## src/sv/gbpr_pkg.sv

```systemverilog
// Shared types and constants for the grid placement reachability block.
// No dependencies.
package gbpr_pkg;

    localparam int MAX_WIDTH_DEF  = 32;
    localparam int MAX_HEIGHT_DEF = 32;

    // compare width: holds the largest grid dimension (63) and 6-bit coords
    localparam int CMP_W      = 9;
    localparam int CFG_IDX_W  = 3;
    localparam int CFG_DATA_W = 6;

    localparam logic [CFG_IDX_W-1:0] REG_GRID_WIDTH  = 3'd0;
    localparam logic [CFG_IDX_W-1:0] REG_GRID_HEIGHT = 3'd1;
    localparam logic [CFG_IDX_W-1:0] REG_START_X     = 3'd2;
    localparam logic [CFG_IDX_W-1:0] REG_START_Y     = 3'd3;
    localparam logic [CFG_IDX_W-1:0] REG_END_X       = 3'd4;
    localparam logic [CFG_IDX_W-1:0] REG_END_Y       = 3'd5;

    localparam logic [5:0] GRID_WIDTH_RST  = 6'd32;
    localparam logic [5:0] GRID_HEIGHT_RST = 6'd32;
    localparam logic [4:0] START_X_RST     = 5'd0;
    localparam logic [4:0] START_Y_RST     = 5'd0;
    localparam logic [4:0] END_X_RST       = 5'd31;
    localparam logic [4:0] END_Y_RST       = 5'd31;

    typedef struct packed {
        logic [5:0] grid_width;
        logic [5:0] grid_height;
        logic [4:0] start_x;
        logic [4:0] start_y;
        logic [4:0] end_x;
        logic [4:0] end_y;
    } cfg_t;

    typedef struct packed {
        logic busy;
        logic done;
        logic result;
    } srch_status_t;

endpackage

```

## src/sv/gbpr_cfg.sv

```systemverilog
// Configuration register file: grid size, start and end cells.
// Depends on gbpr_pkg.
module gbpr_cfg (
    input  logic                             clk,
    input  logic                             rst_n,
    input  logic                             we,
    input  logic [gbpr_pkg::CFG_IDX_W-1:0]   index,
    input  logic [gbpr_pkg::CFG_DATA_W-1:0]  data,
    output gbpr_pkg::cfg_t                   cfg
);

    gbpr_pkg::cfg_t cfg_reg;
    gbpr_pkg::cfg_t cfg_next;

    always_comb
    begin
        cfg_next = cfg_reg;
        if (we)
        begin
            unique case (index)
                gbpr_pkg::REG_GRID_WIDTH:  cfg_next.grid_width  = data;
                gbpr_pkg::REG_GRID_HEIGHT: cfg_next.grid_height = data;
                gbpr_pkg::REG_START_X:     cfg_next.start_x     = data[4:0];
                gbpr_pkg::REG_START_Y:     cfg_next.start_y     = data[4:0];
                gbpr_pkg::REG_END_X:       cfg_next.end_x       = data[4:0];
                gbpr_pkg::REG_END_Y:       cfg_next.end_y       = data[4:0];
                default:                   cfg_next = cfg_reg;
            endcase
        end
    end

    always_ff @(posedge clk or negedge rst_n)
    begin
        if (!rst_n)
        begin
            cfg_reg.grid_width  <= gbpr_pkg::GRID_WIDTH_RST;
            cfg_reg.grid_height <= gbpr_pkg::GRID_HEIGHT_RST;
            cfg_reg.start_x     <= gbpr_pkg::START_X_RST;
            cfg_reg.start_y     <= gbpr_pkg::START_Y_RST;
            cfg_reg.end_x       <= gbpr_pkg::END_X_RST;
            cfg_reg.end_y       <= gbpr_pkg::END_Y_RST;
        end
        else
        begin
            cfg_reg <= cfg_next;
        end
    end

    assign cfg = cfg_reg;

endmodule

```

## config.mk

```make
export PLATFORM = sky130hd
export DESIGN_NAME = gbpr_cfg
export DESIGN_NICKNAME = d
export VERILOG_FILES = /design/src/sv/gbpr_pkg.sv /design/src/sv/gbpr_cfg.sv
export SDC_FILE = /design/constraint.sdc
export NUM_CORES = 1
export LEC_CHECK = 0
export BUFFER_PORTS_ARGS = -buffer_cell sky130_fd_sc_hd__buf_2
export CAP_MARGIN = 20
export CORE_MARGIN = 1.5
export CORE_UTILIZATION = 48
export CTS_CLUSTER_SIZE = 24
export DETAILED_ROUTE_END_ITERATION = 8
export GPL_TIMING_DRIVEN = 0
export HOLD_SLACK_MARGIN = 0.08
export PLACE_DENSITY_LB_ADDON = 0.05
export SLEW_MARGIN = 40
export SYNTH_ARGS = -nofsm -noshare
export SYNTH_HDL_FRONTEND = slang
export SYNTH_SLANG_ARGS = --single-unit
```

## constraint.sdc

```tcl
create_clock -name clk -period 0.95 [get_ports clk]
set_input_delay 0.19 -clock clk [delete_from_list [all_inputs] [get_ports clk]]
set_output_delay 0.19 -clock clk [all_outputs]
set_load 0.01 [all_outputs]
```

# Word-level counts from Yosys, hierarchy flattened
# Cells that the tools add are included.
dict set report totals {
  in_bits 12
  reg_bits 32
  out_inout_bits 32
  elab_cells 18
}
dict set report classes {
  n_reduce_logical 7
  n_eq_ne 5
}
# op n
set op_table {}
lappend op_table {{2-bit AND reduction} 6}
lappend op_table {{3-bit by 2-bit equality test with 1-bit output (second input constant)} 2}
lappend op_table {{3-bit equality test (second input constant)} 2}
lappend op_table {{3-bit by 1-bit equality test with 1-bit output (second input constant)} 1}
lappend op_table {{3-bit logical NOT} 1}

# Logic depth before layout (Yosys ltp)
dict set report logic_depth {
  word_depth 2
  depth_mapped 3
  mapped_depth_nobuf 2
}

# Worst setup path before layout
# OpenSTA, ideal clock, no wires.
dict set report synth_path {
  kind {input-to-reg}
  start {input port index[1] (netlist name)}
  end {register cfg_reg (netlist bit cfg[26])}
  stages 2
  slack_ns -0.129
  arrival_time_ns 0.955
  setup_time_ns 0.125
  t_required_ns 0.825
  n_path_buf 0
  path_cell_list {nor4b_4 mux2_2}
}
dict set report synth_via {
  elab_chain_cells 2
}
# element line
set synth_rtl {}
lappend synth_rtl {{start: declaration} gbpr_cfg.sv:7} ;# input logic [gbpr_pkg::CFG_IDX_W-1:0] index,
lappend synth_rtl {{3-bit logical NOT} gbpr_cfg.sv:20} ;# unique case (index)
lappend synth_rtl {{2-bit AND reduction (no line)} n/a}
lappend synth_rtl {{end signal: assignment} gbpr_cfg.sv:45} ;# cfg_reg <= cfg_next;
lappend synth_rtl {{end: declaration} gbpr_cfg.sv:12} ;# gbpr_pkg::cfg_t cfg_reg;
# Every way passes these cells.
# A chain may end at the register's enable or synchronous reset.

# Worst setup path after layout
dict set report layout_path {
  start {register cfg_reg (netlist bit cfg[4])}
  end {output port cfg[4] (netlist name)}
}
# element line
set layout_rtl {}
lappend layout_rtl {{end: declaration} gbpr_cfg.sv:9} ;# output gbpr_pkg::cfg_t cfg
# No word-level cell between the ends.

==> run_results.csv <==
group,metric,value,unit
yosys,synth_top_area_cell,"dfrtp_1",
setup_path,cp.arrival,0.97,ns
floorplanning,start_util,50.8,%
final_layout,synthToLayoutAreaGrowth,40.4,%
placement,dp.cells,144,
timing,timing.fmax,863,MHz
yosys,postSynthCellCount,71,
grt,use_met3,6.67,%
timing,hold_viol,0,
yosys,synthDistinctLibCells,8,
placement,gp_congestion,0.748,
final_layout,nets,140,
setup_path,cp_top_family,"flip-flops",
floorplanning,boundaryPins,44,
drt,drtIter0Drc,2,
floorplanning,dieWidth,54.2,µm
timing,setup_viol,32,
placement,hpwlAfterDp,1770,µm
hold_path,hp-start,"data[5]",
cts,root_buffer,"clkbuf_4",
yosys,yosys_warnings,0,
timing,tns,-3.73,ns
floorplanning,dieArea,2940,µm²
cts,cts_htree_levels,2,
timing,slew_headroom,71.8,%
yosys,synth_area,1260,µm²
grt,grt.total_usage,18.7,%
timing,rsz0062_at_grt,"yes",
yosys,ys_seq_area_share,64.9,%
final_layout,multi_input_area,482,µm²
grt,top_usage_layer,"met2",
yosys,synth_seq_cells,32,
grt,met1_usage,21.4,%
hold_path,hold_depth,2,
cts,insertion_delay,0.31,ns
setup_path,crit_path_max_incr_delay,0.56,ns
setup_path,critPathLaunchType,"register",
setup_path,reg2reg_depth,2,
cts,cts_buffer_depth,2,
setup_path,r2r_end,"cfg[19]",
drt,wirelength,2530,µm
yosys,syn-num-nets,83,
floorplanning,num_rows,18,
final_layout,largest_reg_flops,32,
grt,antenna_found_initial,0,
drt,wl_per_cell,15.9,µm
floorplanning,dieHeight,54.2,µm
timing,finalMaxSlewViolations,0,
outcome,failed_checks,"setup timing",
final_layout,drive_above_1_share,80.6,%
timing,min_period_over_period,122,%
cts,clk_pin_slew,0.10,ns
final_layout,n_antenna_cell,0,
setup_path,r2r-start,"cfg[19]",
drt,first_pass_iters,2,
drt,vias,827,
drt,drc,0,
yosys,synth.avg_cell_area,17.7,µm²
final_layout,layout_common_cells,"buf_2, mux2_2, dfrtp_1",
flow_run,cap_viol_max_count,0,
hold_path,min_path_type,"in2reg",
power,vdd.ir_drop.worst,0.00131,V
cts,clkSinkCount,32,
setup_path,rrSetupSlack,0.05,ns
setup_path,worst_ep_required_time,0.76,ns
yosys,synth_top_area_share,39.8,%
power,p_leak,0.822,nW
hold_path,whs_endpoint,"cfg[31]",
outcome,outcome,"finished with violations",
drt,ant_nets,0,
yosys,synth_area_leaders,"dfrtp_1, mux2_2, dfstp_2",
power,p_per_area,2120,nW/µm²
grt,overflow,0,
setup_path,end_kind,"output port",
grt,grt_pass1_wl,3730,µm
final_layout,fill_cells,180,
setup_path,crit_fanout,2,
setup_path,critPathBufInv,1,
timing,finalClockSkew,0,ns
grt,first_global_vias,804,
final_layout,layout_commonest_cell,"buf_2",
floorplanning,core,2480,µm²
final_layout,ff_latch_area,816,µm²
cts,cts_buffers,5,
final_layout,stdcell_count,159,
final_layout,fin_area,1770,µm²
setup_path,crit_chain,"buf_6",
drt,drt-vias-per-instance,5.20,
timing,worst_slew_pin_slew,0.423,ns
placement,port-buffer-count,43,
grt,grt.met2_usage,31.7,%
setup_path,cp_slowest_cell,"dfstp_2",
cts,tritoncts,"done",
grt,grt_max_degree,33,
setup_path,crit_type,"reg2out",
placement,post_dp_cell_area,1540,µm²
timing,finalCriticalPeriod,1.16,ns
timing,timing.final.ws_setup,-0.208,ns
## how the worst max path moves through the flow
stage	end	slack (ns)	startpoint	cells after the start
6_report	cfg[4]	-0.21	cfg[4]	1
5_1_grt	cfg[4]	-0.26	cfg[4]	1
4_1_cts	cfg[4]	-0.23	cfg[4]	1
3_5_place_dp	cfg[28]	-0.43	index[1]	3
3_3_place_gp	cfg[30]	-0.43	index[1]	3
2_1_floorplan	cfg[26]	-0.13	index[1]	2
## per-stage QoR
| stage | hold WS (ns) | setup slack (ns) | util [%] | power [mW] |
|---|---|---|---|---|
| CTS | 0.116 | -0.225 | 69.6 | 3.76 |
| finish | 0.130 | -0.208 | 71.3 | 3.75 |
| global route | 0.121 | -0.263 | 71.3 | 3.98 |
| global placement | 0.253 | -0.426 | 62.0 | 2.77 |
| detailed placement | 0.262 | -0.433 | 62.0 | 2.82 |
| floorplan | -0.106 | -0.129 | - | 2.39 |
## power by group
group / internal [mW] / leakage, nW / switching, mW
combinational: 0.705 / 0.427 / 0.434
sequential: 1.75 / 0.366 / 0.172
clock: 0.288 / 0.0293 / 0.404
total: 2.74 / 0.822 / 1.01
## synthesized netlist by cell type
| cell | count |
|---|---|
| and4bb_2 | 2 |
| buf_2 | 1 |
| dfrtp_1 | 20 |
| dfstp_2 | 12 |
| mux2_2 | 32 |
| nand4b_1 | 2 |
| nor4b_4 | 1 |
| nor4bb_1 | 1 |
## metal layers
layer	vias up	wire length [µm]
met5	-	0
met4	0	10
met3	2	115
met2	25	1410
met1	428	998
li1	372	-
## final cells by class
type	count	area share (%)
Clock inverter	1	0.283
Clock buffer	7	2.55
Buffer	1	0.638
Sequential cell	32	46.2
Multi-Input combinational cell	38	27.3
Tap cell	30	2.13
Timing Repair Buffer	50	20.9
## kinds of logic after synthesis
kind of cell  share of synthesized area (%)
mux                                    28.7
flops                                  64.9
simple gates                           6.07
buf+inv                               0.398
## what timing repair did
item,in CTS,in global routing
gates resized for setup,16,8
endpoints found under the hold margin,20,0
pin swaps,2,2
setup endpoints to repair,42,69
hold buffers,1,0
buffers inserted,5,1
(Power assumes the default switching activity.)
